<file path="src/design/assert_macros.svh">
// Assertion helpers for the files that check their own logic.
`ifndef ASSERT_MACROS_SVH
`define ASSERT_MACROS_SVH

// The property must hold at every rising clock edge outside reset.
`define TCCS_ASSERT(label, clk, rst, prop) \
   label: assert property (@(posedge clk) disable iff (rst) (prop)) \
      else $error("assertion failed");

// When the antecedent holds, the consequent must hold in the next cycle.
`define TCCS_ASSERT_NEXT(label, clk, rst, ante, cons) \
   label: assert property (@(posedge clk) disable iff (rst) (ante) |=> (cons)) \
      else $error("assertion failed");

`endif

</file>
<file path="src/design/tccs_pkg.sv">
package tccs_pkg;

   // Command codes of a request.
   localparam logic [1:0] CMD_PUT_CHAR = 2'd0;
   localparam logic [1:0] CMD_PUT_HEX  = 2'd1;
   localparam logic [1:0] CMD_CLEAR    = 2'd2;
   localparam logic [1:0] CMD_READ     = 2'd3;

   // Character codes with a meaning of their own.
   localparam logic [7:0] CHAR_LF    = 8'h0A;
   localparam logic [7:0] CHAR_CR    = 8'h0D;
   localparam logic [7:0] CHAR_TAB   = 8'h09;
   localparam logic [7:0] CHAR_SPACE = 8'h20;
   localparam logic [7:0] CHAR_ZERO  = 8'h30;
   localparam logic [7:0] CHAR_X     = 8'h78;
   localparam logic [7:0] CHAR_HEX_A = 8'h41 - 8'd10;

   localparam logic [3:0] NIBBLE_MAX     = 4'd9;
   localparam int         TAB_STEP       = 4;
   localparam logic [3:0] HEX_LAST_INDEX = 4'd9;
   localparam logic [7:0] ATTR_RESET     = 8'h0F;

   typedef struct packed {
      logic [1:0]  cmd;
      logic [7:0]  char_code;
      logic [31:0] hex_value;
      logic [4:0]  read_row;
      logic [6:0]  read_col;
   } req_item_type;

   typedef struct packed {
      logic        echo_valid;
      logic [7:0]  echo_char;
      logic [15:0] cell_value;
      logic [4:0]  cursor_row_out;
      logic [6:0]  cursor_col_out;
      logic        last;
   } rsp_item_type;

   typedef enum logic [1:0] {
      OP_CHAR,
      OP_CLEAR,
      OP_READ
   } op_kind_type;

   // One unit of work for the back end: a single character, a clear or a read.
   typedef struct packed {
      op_kind_type kind;
      logic [7:0]  char_code;
      logic [4:0]  read_row;
      logic [6:0]  read_col;
      logic        last;
   } op_item_type;

   function automatic logic [7:0] hex_char(input logic [3:0] nibble);
      logic [7:0] wide;
      wide = {4'b0000, nibble};
      if (nibble <= NIBBLE_MAX) begin
         return wide + CHAR_ZERO;
      end
      return wide + CHAR_HEX_A;
   endfunction

endpackage

</file>
<file path="src/design/tccs_front.sv">
module tccs_front (
   input  logic                   clock,
   input  logic                   reset,
   input  logic                   hold,
   input  logic                   req_push,
   input  tccs_pkg::req_item_type req_data,
   output logic                   req_full,
   input  logic                   op_full,
   output logic                   op_push,
   output tccs_pkg::op_item_type  op_data
);

   logic        busy_ff, busy_in;
   logic [3:0]  cnt_ff, cnt_in;
   logic [31:0] hex_ff, hex_in;
   logic        accept;
   logic [7:0]  digit;

   assign req_full = busy_ff | op_full | hold;
   assign accept   = req_push & ~req_full;

   always_comb begin
      if (cnt_ff == 4'd0) begin
         digit = tccs_pkg::CHAR_ZERO;
      end else if (cnt_ff == 4'd1) begin
         digit = tccs_pkg::CHAR_X;
      end else begin
         digit = tccs_pkg::hex_char(hex_ff[31:28]);
      end
   end

   always_comb begin
      busy_in           = busy_ff;
      cnt_in            = cnt_ff;
      hex_in            = hex_ff;
      op_push           = 1'b0;
      op_data.kind      = tccs_pkg::OP_CHAR;
      op_data.char_code = req_data.char_code;
      op_data.read_row  = req_data.read_row;
      op_data.read_col  = req_data.read_col;
      op_data.last      = 1'b1;
      if (busy_ff) begin
         // Hex word expansion: one printed character per cycle while the work queue has room.
         op_data.char_code = digit;
         op_data.last      = (cnt_ff == tccs_pkg::HEX_LAST_INDEX);
         if (!op_full) begin
            op_push = 1'b1;
            cnt_in  = cnt_ff + 1'b1;
            if (cnt_ff >= 4'd2) begin
               hex_in = {hex_ff[27:0], 4'b0000};
            end
            if (cnt_ff == tccs_pkg::HEX_LAST_INDEX) begin
               busy_in = 1'b0;
            end
         end
      end else if (accept) begin
         case (req_data.cmd)
            tccs_pkg::CMD_PUT_CHAR: begin
               op_push = 1'b1;
            end
            tccs_pkg::CMD_PUT_HEX: begin
               busy_in = 1'b1;
               cnt_in  = '0;
               hex_in  = req_data.hex_value;
            end
            tccs_pkg::CMD_CLEAR: begin
               op_push      = 1'b1;
               op_data.kind = tccs_pkg::OP_CLEAR;
            end
            tccs_pkg::CMD_READ: begin
               op_push      = 1'b1;
               op_data.kind = tccs_pkg::OP_READ;
            end
            default: begin
               op_push = 1'b0;
            end
         endcase
      end
   end

   always_ff @(posedge clock) begin
      if (reset) begin
         busy_ff <= 1'b0;
         cnt_ff  <= '0;
      end else begin
         busy_ff <= busy_in;
         cnt_ff  <= cnt_in;
      end
   end

   always_ff @(posedge clock) begin
      hex_ff <= hex_in;
   end

endmodule

</file>
<file path="config.mk">
export PLATFORM = sky130hd
export DESIGN_NAME = tccs_front
export DESIGN_NICKNAME = d
export VERILOG_FILES = /design/src/design/assert_macros.svh /design/src/design/tccs_pkg.sv /design/src/design/tccs_front.sv
export SDC_FILE = /design/constraint.sdc
export NUM_CORES = 1
export LEC_CHECK = 0
export ABC_CLOCK_PERIOD_IN_PS = 6900
export BUFFER_PORTS_ARGS = -buffer_cell sky130_fd_sc_hd__clkbuf_2
export CAP_MARGIN = 20
export CORE_ASPECT_RATIO = 1.75
export CORE_MARGIN = 3
export CORE_UTILIZATION = 35
export DETAILED_ROUTE_END_ITERATION = 7
export SLEW_MARGIN = 40
export SYNTH_ARGS = -nofsm -noshare
export SYNTH_HDL_FRONTEND = slang
export SYNTH_SLANG_ARGS = --single-unit
export TNS_END_PERCENT = 100
</file>
<file path="constraint.sdc">
create_clock -name clock -period 6.9 [get_ports clock]
set_clock_uncertainty 0.2 [all_clocks]
set_input_delay 0.69 -clock clock [delete_from_list [all_inputs] [get_ports clock]]
set_output_delay 0.69 -clock clock [all_outputs]
set_load 0.02 [all_outputs]
</file>
==> impl_metrics.py <==
metrics = {
    "flow_run": {
        "maxCapViolations": 0,
    },
    "cts": {
        "root_buffer": "clkbuf_8",
        "clock_path_buffers": 2,
        "cts.clk_slew.worst_paths_ps": 70,
        "hold_buffers": 0,
        "postCtsSetupRepairBufs": 0,
        "cts_tree": "yes",
        "htreeDepth": 2,
        "cts_made_buffers": 5,
        "cts_sinks": 37,
        "clk_latency_ps": 280,
        "cts_resized": 0,
    },
    "cells_and_area": {
        "syn2layout_area_growth_pct": 19.6,
        "final_core_util_pct": 43.3,
        "drive_gt1_share_pct": 51.4,
        "diodes": 0,
        "final_nets": 273,
        "design_area_mm2": 0.00242,
    },
    "drt": {
        "top_layer": "met4",
        "drc": 0,
        "wl_met2_mm": 1.76,
        "drt_wl_total_mm": 3.41,
        "ant_nets": 0,
        "num_vias": 1322,
        "wl_met1_mm": 1.30,
        "drtIter0Drc": 31,
        "wl_met3_um": 281,
        "drt_first_pass_iters": 4,
        "wire_per_inst_um": 12.0,
        "vias_per_cell": 4.65,
    },
    "critical_path": {
        "r2r_cells": 4,
        "worst-r2r-setup-slack_ps": 4400,
        "r2r_start": "busy_ff",
        "path_cells": "inv_1 > ha_1 > nor2_1 > o21ai_2 > mux2_2 > o22ai_1 > clkbuf_2",
        "crit_path_end_kind": "output port",
        "critPathArrivalTime_ps": 1960,
        "timing.rr.end": "hex_ff[7]",
        "cp_max_fo": 5,
        "crit_required_ps": 6010,
        "critPathTopFamily": "flip-flops",
        "critPathMaxStageDelay_ps": 420,
        "critPathSlowestCell": "edfxtp_1",
        "path_buf_inv": 2,
        "path_class": "flip-flop to output port",
        "startpoint_type": "flip-flop",
    },
    "global_routing": {
        "grt_pass1_vias": 1346,
        "antenna_found_initial": 0,
        "grt_max_degree": 31,
        "grt_usage_pct": 10.8,
        "grt_overflow": 0,
        "grt_pass1_wl_mm": 5.75,
    },
    "worst_hold_path": {
        "hold_end": "hex_ff[21]",
        "whs_path_depth": 1,
        "holdCritStartpoint": "hex_ff[17]",
        "hold_class": "flip-flop to flip-flop",
    },
    "place": {
        "place_congestion": 0.704,
        "dp_hpwl_mm": 2.55,
        "io_buffers": 59,
        "post_dp_cell_area_mm2": 0.00232,
        "dp_slack_ps": 4330,
    },
    "yosys": {
        "ys_types": 38,
        "synth_mux_area_share_pct": 16.6,
        "yosys_warnings": 0,
        "syn_inst": 158,
        "synth_fa_ha_area_share_pct": 3.71,
        "synth_nets": 223,
        "synth-seq-area-share_pct": 52.4,
        "synth_top_family_by_area": "multiplexers",
        "ys_seq_elements": 37,
        "syn_avg_cell_area_um2": 12.8,
        "async_flop_share_pct": 0,
        "synth_edf_count": 32,
        "synth_xor_area_share_pct": 1.30,
        "synthFlopType": "edfxtp_1",
        "synth_compound_area_share_pct": 6.80,
        "syn_area_mm2": 0.00202,
        "synth-simple-area-share_pct": 10.1,
    },
    "floorplan": {
        "die_x_um": 63.5,
        "coreArea_mm2": 0.00559,
        "die_y_um": 107,
        "rows": 36,
        "start_util_pct": 36.2,
        "dieArea_mm2": 0.00677,
        "pin_count": 84,
    },
    "sta": {
        "setup_ws_ps": 4050,
        "worst_pin_slew_ps": 568,
        "slew_headroom_pct": 62.1,
        "layout_min_cycle_time_ps": 2850,
        "rsz0062_at_grt": "no",
        "finalHoldViolCount": 0,
        "finalCritPeriodShare_pct": 41.3,
        "setup_violations": 0,
        "slew_violations": 0,
        "fmax_mhz": 351,
        "setup_tns_ps": 0,
    },
    "power_and_ir_drop": {
        "ir_drop_uv": 156,
        "leakage_nw": 0.969,
        "total_power_w": 0.000471,
        "power_density_mw_per_mm2": 195,
    },
    "run_status": {
        "run_status": "completed",
    },
}
cells by family (layout without fill, tap and decap cells):
logic type / after synthesis / count (layout)
AOI/OAI and AO/OA: 19 / 19
xor gates and xnor gates: 3 / 3
adders and majority gates: 6 / 6
buffers and inverters: 30 / 80
DFF: 37 / 37
muxes: 30 / 30
and+or+nand+nor: 33 / 33
per-layer routing:
metal  track usage (%)  up-vias
met1              12.0      596
li1                  -      660
met5                 0        -
met2              18.3       59
met3              3.25        7
met4              5.41        0
cells in the mapped netlist, types with 2 or more instances:
cell type	number	share of area, %
o21ai_0	2	0.49
o21ai_2	3	1.3
dfxtp_1	5	4.9
xor2_1	2	0.87
nand2_1	6	1.1
buf_4	16	5.9
o22ai_1	5	1.5
nand2b_1	2	0.62
a21oi_1	2	0.49
edfxtp_1	32	47
inv_1	12	2.2
ha_1	6	3.7
nor3_1	2	0.49
nor2b_1	5	1.5
nor2_1	7	1.3
mux2_2	29	16
metrics by stage:
step                hold WS [ps]  std cells
floorplan                    323        158
global placement             325        276
detailed placement           333        277
CTS                          348        284
global route                 360        284
finish                       344        284
state kept, by name (all words and copies together) (netlist names):
| signal | cells |
|---|---|
| busy_ff | 1 |
| hex_ff | 32 |
| cnt_ff | 4 |
cell usage in the layout, fill, tap and decap left out, drive strengths merged, types with 2 or more instances in the layout:
cell and count:
a21oi 2, nand2b 2, xor2 2, clkbuf 64, nor3 3, dfxtp 5
ha 6, o22ai 5, buf 2, o21ai 5, mux2 29, nand2 7
nor2 8, inv 12, edfxtp 32, nor4 2, nor2b 5
layout make-up:
| class | instances | area [um2] |
|---|---|---|
| inverters | 12 | 45.0 |
| clock buffers | 5 | 68.8 |
| clock inverters | 2 | 35.0 |
| repair buffers | 61 | 318 |
| flip-flops and latches | 37 | 1060 |
| multi-input cells | 91 | 796 |
| well taps | 76 | 95.1 |
| fillers | 564 | 3170 |
where the power goes:
part	switching, W	internal, W
combinational	0.0000209	0.0000254
clock	0.0000699	0.000105
sequential	0.00000201	0.000248
worst max-delay path by stage:
stage	cells after the start	end	slack [ps]	startpoint
3_3_place_gp	3	hex_ff[3]	4160	busy_ff
4_1_cts	7	op_data[14]	4030	hex_ff[28]
3_5_place_dp	4	hex_ff[7]	4330	busy_ff
2_1_floorplan	3	hex_ff[0]	3520	hold
5_1_grt	7	op_data[14]	3860	hex_ff[28]
6_report	7	op_data[14]	4050	hex_ff[28]
No activity file was read; power rests on OpenSTA's default activity.
