$ cat config.mk
export PLATFORM = sky130hd
export DESIGN_NAME = tccs_fifo
export DESIGN_NICKNAME = d
export VERILOG_FILES = /design/src/design/assert_macros.svh /design/src/design/tccs_fifo.sv
export SDC_FILE = /design/constraint.sdc
export NUM_CORES = 1
export LEC_CHECK = 0
export ABC_AREA = 1
export BUFFER_PORTS_ARGS = -buffer_cell sky130_fd_sc_hd__clkbuf_2
export CAP_MARGIN = 20
export CELL_PAD_IN_SITES_DETAIL_PLACEMENT = 0
export CELL_PAD_IN_SITES_GLOBAL_PLACEMENT = 1
export CORE_MARGIN = 3
export CORE_UTILIZATION = 44
export DETAILED_ROUTE_END_ITERATION = 10
export PLACE_DENSITY_LB_ADDON = 0.1
export SLEW_MARGIN = 20
export SYNTH_ARGS = -nofsm -noshare
export SYNTH_HDL_FRONTEND = slang
export SYNTH_SLANG_ARGS = --single-unit
$ cat constraint.sdc
create_clock -name clock -period 1.8 [get_ports clock]
set_input_delay 0.27 -clock clock [delete_from_list [all_inputs] [get_ports clock]]
set_output_delay 0.27 -clock clock [all_outputs]
set_load 0.05 [all_outputs]
$ cat src/design/assert_macros.svh
// Assertion helpers for the files that check their own logic.
`ifndef ASSERT_MACROS_SVH
`define ASSERT_MACROS_SVH

// The property must hold at every rising clock edge outside reset.
`define TCCS_ASSERT(label, clk, rst, prop) \
   label: assert property (@(posedge clk) disable iff (rst) (prop)) \
      else $error("assertion failed");

// When the antecedent holds, the consequent must hold in the next cycle.
`define TCCS_ASSERT_NEXT(label, clk, rst, ante, cons) \
   label: assert property (@(posedge clk) disable iff (rst) (ante) |=> (cons)) \
      else $error("assertion failed");

`endif

$ cat src/design/tccs_fifo.sv
module tccs_fifo #(
   parameter int WIDTH = 8,
   parameter int DEPTH = 4
) (
   input  logic             clock,
   input  logic             reset,
   input  logic             push,
   input  logic [WIDTH-1:0] push_data,
   output logic             full,
   input  logic             pop,
   output logic [WIDTH-1:0] pop_data,
   output logic             empty
);

   localparam int PTR_W = (DEPTH > 1) ? $clog2(DEPTH) : 1;
   localparam int CNT_W = $clog2(DEPTH + 1);

   logic [WIDTH-1:0] slot_ff [DEPTH];
   logic [PTR_W-1:0] wr_ptr_ff, wr_ptr_in;
   logic [PTR_W-1:0] rd_ptr_ff, rd_ptr_in;
   logic [CNT_W-1:0] count_ff, count_in;
   logic             do_push, do_pop;

   assign full     = (count_ff == CNT_W'(DEPTH));
   assign empty    = (count_ff == '0);
   assign pop_data = slot_ff[rd_ptr_ff];
   assign do_push  = push & ~full;
   assign do_pop   = pop & ~empty;

   always_comb begin
      wr_ptr_in = wr_ptr_ff;
      rd_ptr_in = rd_ptr_ff;
      count_in  = count_ff;
      if (do_push) begin
         wr_ptr_in = (wr_ptr_ff == PTR_W'(DEPTH - 1)) ? '0 : wr_ptr_ff + 1'b1;
      end
      if (do_pop) begin
         rd_ptr_in = (rd_ptr_ff == PTR_W'(DEPTH - 1)) ? '0 : rd_ptr_ff + 1'b1;
      end
      if (do_push && !do_pop) begin
         count_in = count_ff + 1'b1;
      end else if (do_pop && !do_push) begin
         count_in = count_ff - 1'b1;
      end
   end

   always_ff @(posedge clock) begin
      if (reset) begin
         wr_ptr_ff <= '0;
         rd_ptr_ff <= '0;
         count_ff  <= '0;
      end else begin
         wr_ptr_ff <= wr_ptr_in;
         rd_ptr_ff <= rd_ptr_in;
         count_ff  <= count_in;
      end
   end

   always_ff @(posedge clock) begin
      if (do_push) begin
         slot_ff[wr_ptr_ff] <= push_data;
      end
   end

endmodule

==> results.md, run 1 <==
- The run finished with clean final reports.
- The instance area after placement is 0.00189 mm2.
- Power comes to 3.37 mW.
- Power spread over the standard cell area amounts to 1650 mW/mm2.
- The number of setup buffers added after CTS is 0.
- For met2 alone, demand over resource in global routing was 0.258.
- The number of global-route vias before repair was 1006.
- Global routing finished with a remaining overflow of 0.
- The worst path required time is 2.00 ns.
- Dividing the final minimum period by the clock period gives 0.943.
- Setup violations remaining at the end of the flow were counted as 0.
- The number of placed instances, taps included, is 219.
- The longest clock path from root to sink contains 2 buffers.
- The synthesized instance count is 147.
- Clock tree synthesis found a total of 41 sinks.
- After detailed routing, the number of vias per cell comes to 4.85.
- Leaving out filler cells and counting taps, the final layout contains 227.
- The share of synthesized area in the top cell type comes to 0.566.
- The sequential-to-total area share from yosys stat is 0.673.
- The final layout contains 199 nets.
- The per-cell routed wire length is 12.3 um.
- For met1 alone, demand over resource in global routing was 0.123.
- The full die area is 0.00464 mm2.
- The count of buffers inserted at the top-level ports is 21.
- Of all nets on the critical path, the largest fanout is 4.
- 0 antenna diodes ended up in the layout.
- Routability-driven placement finished with a final weighted congestion of 0.845.
- The final-layout fill cell count is 314.
- The worst slack at placement is 0.0131 ns.
- The kind of launch point of the worst setup path is a flip-flop.
- In the global route stage, overall resource usage came out at 0.135.
- In this run, the number of DRC markers left after iteration 0 of detailed routing was 46.
- In this run the remaining antenna-violating nets after routing total 0.
- The final hold violation count is 0.
- In this run the count of I/O pins placed on the die edge is 22.
- The effective utilization at floorplan is 0.482.
- In the global route stage, met3 resource usage came out at 0.0509.
- The die is 68.1 um wide.
- From synthesis to final layout, the design area changed by 20.3%.
- TritonCTS built the clock tree.
- On the final layout, the worst clock skew is 0.00999 ns.
- For the worst-skew pair, the clock arrives at the later sink with an insertion delay of 0.29 ns.
- The H-tree was split into 2 levels.
- The core area is 0.00352 mm2.
- The count of pins over their slew limit is 0.
- The tightest slew margin relative to the limit is 0.815.
- The worst setup slack after layout is 0.103 ns.
- Entering global routing, the biggest net connects 17 pins.
- In the routed design, unresolved DRC markers number 0.
- The count of distinct cell types in the synthesized netlist is 19.
- The share of post-route cells with drive strength above 1 is 0.271.
- For this run, the detailed router's first-pass iteration total came to 4.
- In the post-synthesis netlist, the biggest area contributors are sky130_fd_sc_hd__edfxtp_1 57%, sky130_fd_sc_hd__dfxtp_1 11%, sky130_fd_sc_hd__nor2_1 7.3%.
- For this run, the number of Yosys warnings is 0.
- Setup repair after global routing could not meet its margin everywhere.
- The total via count in the routed design is 1100.
- The aggregate routed wire length is 2780 um.
- Timing would allow up to 589 MHz.
- The setup slack on the worst flop-to-flop path is 0.10 ns.
- Max-cap violations in this run came to 0.
- The count of state elements after synthesis is 41.
- Clock tree synthesis selected as its root buffer the cell sky130_fd_sc_hd__clkbuf_8.
- The number of antenna violations at the first check in global routing is 0.
- After routing the design area is 0.00204 mm2.
- The clock buffer count from CTS is 5.
- The die height is 68.1 um.
- The leakage dissipation is 0.833 nW.
- The post-synthesis instance area is 0.00170 mm2.
- The cell with the largest stage delay on the worst path is sky130_fd_sc_hd__fa_1.
- The tightest min-delay check is of the in2reg type.
- Among the stages of the critical path, the cell type that occurs most often is sky130_fd_sc_hd__inv_1.
- The average instance in the mapped netlist occupies 11.5 um2.
- The path type of the worst setup path is reg2reg.
- The total half-perimeter wirelength after legalization and detailed placement is 1920 um.
- The worst supply voltage drop on vdd is 0.00101 V.
- The data arrival time of the critical path is 1.89 ns.
- Walking the worst path, the cells encountered are nor2_4 -> nand2_2 -> nand2_2 -> ha_1 -> inv_1 -> fa_1 -> inv_1 -> nand2_1 -> nand3_1 -> nand2_1 -> inv_1 -> nor2_1.
- Clock-pin slew was measured on the worst setup and hold paths at 0.08 ns.
- The wire length of the first global-routing pass is 4400 um.
- Row generation in the floorplan step produced 21 rows.
- The endpoint type of the worst setup path is a flip-flop.
- The global-route layer with the greatest usage is met2.
- Synthesis produced a netlist with a net count of 166.
- In this design, the stage delay of the slowest critical-path cell is 0.38 ns.
- For the finished layout, the period the worst path requires is 1.70 ns.
- For the pin with the worst max-slew slack, the measured transition is 0.278 ns.
- The top cell type by total area after synthesis is sky130_fd_sc_hd__edfxtp_1.
## through the flow
stage / util / hold slack [ns] / setup TNS, ns
5_1_grt: 0.580 / 0.133 / -0.0831
6_report: 0.580 / 0.138 / 0
2_1_floorplan: - / 0.342 / 0
4_1_cts: 0.571 / 0.132 / 0
3_3_place_gp: 0.537 / 0.449 / 0
3_5_place_dp: 0.537 / 0.448 / 0
## layout make-up
class                           instances  area (um2)  share of cell area
Clock buffer                            5        68.8              0.0337
Clock inverter                          3        46.3              0.0227
Inverter                               18        70.1              0.0343
Multi-Input combinational cell         86         480               0.235
Sequential cell                        41        1150               0.562
Tap cell                               46        57.6              0.0282
Timing Repair Buffer                   28         170              0.0834
## cell families after synthesis
family          synth area share
compound gates            0.0922
buf+inv                   0.0531
simple gates               0.121
fa+ha+maj                 0.0560
flops                      0.673
xor+xnor                 0.00516
## report_power, final
group | switching, mW | total, mW | internal [mW]
Clock | 0.305 | 0.720 | 0.414
Combinational | 0.944 | 1.36 | 0.412
Sequential | 0.112 | 1.29 | 1.18
Total | 1.36 | 3.37 | 2.01
## per-layer routing
| metal | wire [um] | part of all wire |
|---|---|---|
| met1 | 1100 | 0.39 |
| met3 | 131 | 0.047 |
| met5 | 0 | 0 |
| met4 | 41 | 0.015 |
| met2 | 1510 | 0.54 |
## cell usage in the layout (no fill, tap or decap), drive strengths merged
cell      synthesis  final
ha                6      6
fa                1      1
inv              18     18
o22ai             8      8
nand3b            2      2
nand2            14     14
clkbuf            0     23
nand3             1      1
clkinvlp          0      1
bufinv            0      1
xor2              1      1
buf               2     10
o21ai            17     17
a21oi             2      2
nand4             1      1
nor2             33     33
dfxtp             9      9
clkinv            0      1
edfxtp           32     32
## worst paths after layout
kind | start | cells after the start | end
setup / recovery | count_ff[1] | 12 | count_ff[2]
hold / removal | reset | 2 | count_ff[0]
hold reg to reg | count_ff[1] | 2 | count_ff[1]
setup reg to reg | count_ff[1] | 12 | count_ff[2]
## state kept, by name, summed over array words and instances, names as in the netlist, named ones only
| signal | flops |
|---|---|
| slot_ff | 32 |
| count_ff | 3 |
| rd_ptr_ff | 2 |
| wr_ptr_ff | 2 |
## cells in the mapped netlist (all sizes together)
library cell / count
nand2: 14
nand4: 1
nand3b: 2
nor2: 33
xor2: 1
nand3: 1
o21ai: 17
dfxtp: 9
a21oi: 2
ha: 6
o22ai: 8
fa: 1
buf: 2
edfxtp: 32
inv: 18
## worst max-delay path, delay by kind of cell (launching register included)
| family | cells | cell delay [ns] |
|---|---|---|
| and+or+nand+nor | 7 | 0.53 |
| buffers and inverters | 3 | 0.16 |
| DFF | 1 | 0.35 |
| adders and majority gates | 2 | 0.54 |
## timing repair
item                       in CTS  in global routing
hold buffers                    0                  0
hold endpoints to repair        0                  0
setup endpoints to repair       9                 10
pin swaps                       0                  0
resized for setup               4                 21
No activity file was read; power rests on OpenSTA's default activity.
==> run 2: changes to the inputs <==
Settings changed: CORE_MARGIN 3 to unset, SETUP_SLACK_MARGIN set to 0.3.
==> run 2 against run 1 <==
Effect of this change: hold slack improved by 0.0084 ns; fmax up 4.6%; via count grew 6.1%; sequential power is essentially flat; global-route usage increased by 3.7 points; register-to-register slack improved by 0.07 ns; first-iteration DRC count is 57% lower; clock power fell by 25%; critical path depth is 2 lower; total power grew 17%; core utilization is 6.0 points higher; largest cell class unchanged; highest routed layer unchanged.
==> results.md, run 2 (synthesized netlist as in run 1, its figures left out) <==
- The core area is 0.00369 mm2 (+4.8%).
- The transition time of the tightest slew-check pin is 0.228 ns (-0.0501 ns).
- STA classifies the critical path endpoint as a flip-flop.
- The worst clock skew was 0.00435 ns (-0.00564 ns).
- The setup slack on the worst flop-to-flop path is 0.18 ns (+0.07 ns).
- The number of buffers and inverters on the critical path was 1 (-2).
- The average vias per placed instance was 4.84 (about the same).
- The startpoint identified for the worst hold timing path is reset.
- The highest achievable clock rate is 616 MHz (+4.6%).
- The clock latency at the later pin of the worst-skew pair came to 0.28 ns (about the same).
- The tree is rooted in a sky130_fd_sc_hd__clkbuf_8.
- The worst hold margin came to 0.147 ns (+0.00840 ns).
- The tightest slew margin relative to the limit is 0.848 (+0.0324).
- The number of top-level pins is 22 (unchanged).
- The cell row count is 22 (+4.8%).
- The kind of path behind the tightest hold check is in2reg.
- The count of pins over their slew limit is 0 (unchanged).
- The clock period minus worst slack is 1.62 ns (-0.0740 ns).
- The leakage dissipation came to 0.951 nW (+14%).
- The number of antenna violations at the first check in global routing is 0 (unchanged).
- The total DRC errors in the routed layout is 0 (unchanged).
- Setup repair after global routing could not meet its margin everywhere.
- The final clock period utilization by the worst path was 0.902 (-0.0411).
- The path type of the worst setup path is reg2reg.
- The clock buffer count from CTS is 5 (unchanged).
- The maximum buffer depth of the clock tree is 2 (unchanged).
- The count of buffers inserted at the top-level ports is 21 (unchanged).
- The detailed router used layers up to and including met4.
- The final global-route overflow total is 0 (unchanged).
- The total number of clock tree sinks came to 41 (unchanged).
- The power density over cell area was 1670 mW/mm2 (+1.2%).
- The highest fanout seen on the critical path is 3 (-1).
- The slowest stage of the critical path belongs to the cell sky130_fd_sc_hd__fa_2.
- The violation count after the first detailed-routing iteration is 20 (-57%).
- The full die area is 0.00411 mm2 (-11%).
- The number of setup violations in the final report is 0 (unchanged).
- The post-layout net count is 211 (+6.0%).
- The die height is 64.1 um (-5.9%).
- The run finished with clean final reports.
- The data arrival time of the critical path was 1.81 ns (-0.08 ns).
- The area growth from synthesis to layout is 39.2%.
- The longest individual stage delay on the worst path is 0.37 ns (about the same).
- The number of global-route vias before repair is 1180 (+17%).
- The depth of the worst register-to-register path is 10 (-2).
- Counting stages on the worst path, the most repeated cell is sky130_fd_sc_hd__nand2_4.
- The largest net degree at the start of global routing is 17 (unchanged).
- The routed metal-1 wire length is 1360 um (+24%).
- In the layout the commonest cells are 32 x sky130_fd_sc_hd__edfxtp_1, 31 x sky130_fd_sc_hd__nor2_1, 16 x sky130_fd_sc_hd__buf_4.
- Ranked by flip-flop count, first place goes to slot_ff.
- The antenna diode count is 0 (unchanged).
- The final-layout fill cell count is 290 (-7.6%).
- The worst path required time is 1.98 ns (-0.02 ns).
- The wire length of the first global-routing pass is 5150 um (+17%).
- The largest registers in the layout are slot_ff (32), count_ff (3).
- The number of cells traversed by the worst hold path is 2 (unchanged).
- In this run the critical register-to-register path is launched from count_ff[0].
- The final hold violation count is 0 (unchanged).
- The number of flip-flops under the largest register name is 32 (unchanged).
- The total half-perimeter wirelength after legalization and detailed placement was 2000 um (+4.2%).
- The aggregate routed wire length was 3230 um (+16%).
- On the critical path the largest part of the delay comes from simple AND/OR/NAND/NOR gates.
- The overall die width is 64.1 um (-5.9%).
- The count of nets left with antenna violations after detail routing came to 0 (unchanged).
- STA classifies the critical path startpoint as a flip-flop.
- The met3 routed wirelength is 69 um (-47%).
- The endpoint of the worst-slack reg-to-reg timing path is count_ff[2].
- The worst supply voltage drop on vdd came to 0.000875 V (-13%).
- The worst hold path terminates at count_ff[0].
- The sum of negative setup slack is 0 ns (unchanged).
- The TritonCTS clock tree is yes.
- The library cell used most frequently in the layout, excluding fill and tap cells, is sky130_fd_sc_hd__edfxtp_1.
- The total via count in the routed design is 1167 (+6.1%).
- The share of post-route cells with drive strength above 1 is 0.446 (+0.175).
- The signal on the critical path passes through nor2_4 -> nand2_4 -> nand2_4 -> ha_4 -> inv_2 -> fa_2 -> nand2_2 -> nand4_1 -> nand2_1 -> nor2_1.
- The total global routing track utilization is 0.172 (+0.0375).
- The length of routed met2 wiring came to 1740 um (+15%).
- The total iterations of the first detailed-routing run is 2 (-2).
- The effective utilization at floorplan is 0.460 (-0.0219).
- The clock slew seen by the registers of the worst setup and hold paths is 0.07 ns (about the same).
- The H-tree depth is 2 (unchanged).
- The last weighted congestion value of the routability-driven placer is 0.792 (-6.3%).
- The reported max-cap violation count is 0 (unchanged).
- The per-cell routed wire length is 13.4 um (+9.2%).
## run 2: cell count changes in the layout (fill, tap and decap cells not counted), sizes merged
cell | before | now
bufinv | 1 | 0
buf | 10 | 28
clkbuf | 23 | 20
clkinvlp | 1 | 0
inv | 18 | 17
## run 2: power breakdown
| part | switching (mW) | internal, mW |
|---|---|---|
| clock | 0.268 | 0.275 |
| combinational | 1.18 | 0.900 |
| sequential | 0.125 | 1.19 |
## run 2: worst max-delay path by stage
stage / slack (ns) / startpoint / endpoint / cells after the start
after floorplan: 0.22 / count_ff[0] / count_ff[1] / 9
after global placement: 0.17 / count_ff[0] / count_ff[1] / 9
after detailed placement: 0.13 / count_ff[0] / count_ff[1] / 9
after CTS: 0.21 / count_ff[1] / count_ff[1] / 9
after global routing: 0.1 / count_ff[0] / count_ff[2] / 12
final: 0.18 / count_ff[0] / count_ff[2] / 10
## run 2: timing repair
action | CTS | global route
gates resized for setup | 43 | 33
hold buffers | 0 | 0
endpoints found under the hold margin | 0 | 0
endpoints found under the setup margin | 10 | 12
buffers inserted | 8 | 5
pin swaps | 11 | 18
## run 2: routing by layer
metal,track usage,up-vias
met1,0.185,555
met3,0.0321,7
met4,0.0750,0
li1,-,587
met2,0.326,18
met5,0,-
## run 2: worst register-to-register path, stage by stage, from the launching register on
cell and delay [ns]:
sky130_fd_sc_hd__dfxtp_4 0.35, sky130_fd_sc_hd__nor2_4 0.15, sky130_fd_sc_hd__nand2_4 0.08, sky130_fd_sc_hd__nand2_4 0.08, sky130_fd_sc_hd__ha_4 0.14, sky130_fd_sc_hd__inv_2 0.04, sky130_fd_sc_hd__fa_2 0.37, sky130_fd_sc_hd__nand2_2 0.10
sky130_fd_sc_hd__nand4_1 0.10, sky130_fd_sc_hd__nand2_1 0.08, sky130_fd_sc_hd__nor2_1 0.04
## run 2: layout make-up
class                   count  area [um2]  area share
multi-input cells          86         623       0.264
flip-flops and latches     41        1160       0.490
inverters                  18        82.6      0.0350
repair buffers             40         359       0.152
clock buffers               8        80.1      0.0339
well taps                  48        60.1      0.0254
## run 2: per-stage QoR
step                power (mW)  worst slack [ns]  cells  utilization  cell area (um2)
global placement          2.71             0.172    220        0.535             1970
detailed placement        2.74             0.135    220        0.535             1970
CTS                       3.70             0.210    236        0.608             2240
finish                    3.95             0.177    241        0.640             2360
global route              4.16            0.0985    241        0.640             2360
floorplan                 2.43             0.216    147            -             1780
==> run 3: changes to the inputs <==
Settings changed: CORE_ASPECT_RATIO set to 1.1.
==> run 3 against run 2 <==
Effect of this change: global-route usage rose by 1.1 points; hold slack worse by 0.015 ns; via count shrank 0.77%; critical path depth fell by 1; non-clock buffer count is 4 lower; die area about the same; wire length fell by 3.5%; worst setup slack better by 0.0019 ns; flip-flop and latch count unchanged; cell area shrank 1.5%.
==> results.md, run 3 (synthesized netlist as in run 1, its figures left out) <==
- The total global routing track utilization came to 0.184 (+0.0111).
- The number of hold-repair buffers added at the cts stage is 0 (unchanged).
- The depth of the worst register-to-register path is 9 (-1).
- The last weighted congestion value of the routability-driven placer came to 0.749 (-5.5%).
- Walking the worst path, the cells encountered are nor2_4 -> nand2_2 -> nand2_4 -> inv_2 -> ha_4 -> inv_2 -> fa_2 -> o21ai_1 -> nor2_1.
- The data arrival time of the critical path was 1.82 ns (about the same).
- The clock buffer count from CTS came to 5 (unchanged).
- The TritonCTS clock tree is yes.
- The final cell area excluding filler cells is 0.00233 mm2 (-1.5%).
- The uppermost signal routing layer after detailed routing is met4.
- The instance area after placement came to 0.00198 mm2 (+0.51%).
- The path with the worst hold slack has its endpoint at count_ff[0].
- The hold path startpoint is reset.
- The power density over cell area is 1700 mW/mm2 (+1.6%).
- The violation count after the first detailed-routing iteration is 32 (+60%).
- The worst supply voltage drop on vdd is 0.000713 V (-19%).
- The highest fanout seen on the critical path is 3 (unchanged).
- The count of nets left with antenna violations after detail routing was 0 (unchanged).
- The worst hold path belongs to the class in2reg.
- The reported max-cap violation count came to 0 (unchanged).
- The number of buffers and inverters on the critical path is 2 (+1).
- The total via count in the routed design came to 1158 (-0.77%).
- The number of setup violations in the final report is 0 (unchanged).
- The final global-route overflow total was 0 (unchanged).
- The cell family contributing the most delay on the critical path is adder cells.
- The met3 routed wirelength is 108 um (+57%).
- The highest achievable clock rate came to 617 MHz (+0.12%).
- The post-route total power is 3.95 mW (+0.14%).
- The full die area is 0.00411 mm2 (about the same).
- The most frequent cell on the critical path is sky130_fd_sc_hd__inv_2.
- The overall die width is 61.2 um (-4.5%).
- The total iterations of the first detailed-routing run is 4 (+2).
- The transition time of the tightest slew-check pin was 0.233 ns (+0.00495 ns).
- The core area is 0.00365 mm2 (-0.92%).
- The clock period minus worst slack was 1.62 ns (-0.00190 ns).
- The total number of clock tree sinks is 41 (unchanged).
- The worst clock skew is 0.00551 ns (+0.00116 ns).
- The area taken by multi-input logic gates is 594 um2 (-4.6%).
- The final cell count without fillers is 239 (-0.83%).
- The share of post-route cells with drive strength above 1 is 0.413 (-0.0329).
- The effective utilization at floorplan came to 0.464 (+0.00425).
- The number of cells traversed by the worst hold path is 2 (unchanged).
- The sequential cell area came to 0.00116 mm2 (unchanged).
- The total half-perimeter wirelength after legalization and detailed placement is 2100 um (+4.9%).
- The number of flip-flops under the largest register name is 32 (unchanged).
- The H-tree depth is 2 (unchanged).
- The length of routed met2 wiring is 1720 um (-1.1%).
- The final clock period utilization by the worst path is 0.901 (-0.00105).
- The final hold violation count is 0 (unchanged).
- The longest individual stage delay on the worst path is 0.42 ns (+0.05 ns).
- The final-layout fill cell count is 302 (+4.1%).
- The start of the worst register-to-register path is count_ff[0].
- The endpoint type of the worst setup path is a flip-flop.
- The worst register-to-register path ends at count_ff[1].
- The number of top-level pins was 22 (unchanged).
- The worst hold margin is 0.131 ns (-0.0154 ns).
- The largest registers in the layout are slot_ff (32), count_ff (3).
- The flow ran to the end, and the final reports show no timing, DRC or antenna violations.
- The number of global-route vias before repair is 1201 (+1.8%).
- The worst path required time is 2.00 ns (+0.02 ns).
- The post-layout net count was 207 (-1.9%).
- The average vias per placed instance is 4.85 (about the same).
- The cell row count came to 23 (+4.5%).
- The antenna diode count came to 0 (unchanged).
- The clock slew seen by the registers of the worst setup and hold paths is 0.08 ns (about the same).
- The total DRC errors in the routed layout is 0 (unchanged).
- The area growth from synthesis to final layout is 37.1%.
- The per-cell routed wire length is 13.0 um (-2.7%).
- The tightest slew margin relative to the limit is 0.843 (-0.00477).
- The leakage dissipation is 0.939 nW (-1.2%).
- The wire length of the first global-routing pass is 5070 um (-1.6%).
- Setup repair after global routing could not meet its margin everywhere.
- The critical path is of the reg2reg type.
- The sum of negative setup slack is 0 ns (unchanged).
- The count of pins over their slew limit is 0 (unchanged).
- The setup slack on the worst flop-to-flop path is 0.18 ns (about the same).
- The aggregate routed wire length came to 3120 um (-3.5%).
- The clock latency at the later pin of the worst-skew pair is 0.29 ns (about the same).
- Leaving out fill and tap cells, the most frequent cells in the layout are 32 x sky130_fd_sc_hd__nor2_1, 32 x sky130_fd_sc_hd__edfxtp_1, 13 x sky130_fd_sc_hd__inv_1.
- The cell count after placement is 223 (+1.4%).
- Ranked by flip-flop count, first place goes to slot_ff.
- The count of buffers inserted at the top-level ports is 21 (unchanged).
- The maximum buffer depth of the clock tree is 2 (unchanged).
- STA classifies the critical path startpoint as a flip-flop.
- The tree is rooted in a sky130_fd_sc_hd__clkbuf_8.
- The die height is 67.1 um (+4.7%).
- The number of antenna violations at the first check in global routing is 0 (unchanged).
- The largest net degree at the start of global routing was 17 (unchanged).
- The cell with the largest stage delay on the worst path is sky130_fd_sc_hd__fa_2.
- The routed metal-1 wire length is 1240 um (-8.8%).
[run 3: how the worst max path moves through the flow]
stage | from | endpoint | slack, ns | cells after the start
floorplan | count_ff[0] | count_ff[1] | 0.22 | 9
global placement | count_ff[0] | count_ff[1] | 0.18 | 9
detailed placement | count_ff[0] | count_ff[1] | 0.13 | 9
CTS | count_ff[1] | count_ff[1] | 0.19 | 9
global route | count_ff[0] | count_ff[2] | 0.08 | 12
finish | count_ff[0] | count_ff[1] | 0.18 | 9
[run 3: timing repair]
item / CTS / global route
buffers inserted: 4 / 3
pin swaps: 12 / 12
setup endpoints to repair: 10 / 12
gates resized for setup: 40 / 28
gates cloned: 1 / 0
[run 3: per-layer routing]
layer	global-route usage	up-vias
li1	-	583
met1	0.170	551
met2	0.353	18
met3	0.0641	6
met4	0.0710	0
met5	0	-
[run 3: final cells by class]
cell class                      instances  share of cell area
Clock inverter                          2             0.00646
Multi-Input combinational cell         86               0.256
Inverter                               18              0.0323
Timing Repair Buffer                   36               0.141
Clock buffer                            6              0.0403
Sequential cell                        41               0.497
Tap cell                               50              0.0269
[run 3: where the power goes]
| part | switching [mW] | internal, mW | total, mW | leakage [nW] |
|---|---|---|---|---|
| Clock | 0.315 | 0.360 | 0.675 | 0.0569 |
| Sequential | 0.127 | 1.19 | 1.32 | 0.370 |
| Combinational | 1.12 | 0.832 | 1.96 | 0.512 |
| Total | 1.57 | 2.39 | 3.95 | 0.939 |
[run 3: stage by stage]
step / setup WS [ns] / utilization
2_1_floorplan: 0.216 / -
3_3_place_gp: 0.176 / 0.542
3_5_place_dp: 0.129 / 0.542
4_1_cts: 0.195 / 0.616
5_1_grt: 0.0807 / 0.636
6_report: 0.179 / 0.636
[run 3: worst register-to-register path, delay by kind of cell (launching register included)]
family / cells / cell delay (ns)
DFF: 1 / 0.37
and+or+nand+nor: 4 / 0.36
adders and majority gates: 2 / 0.57
buffers and inverters: 2 / 0.10
AOI/OAI and AO/OA: 1 / 0.13
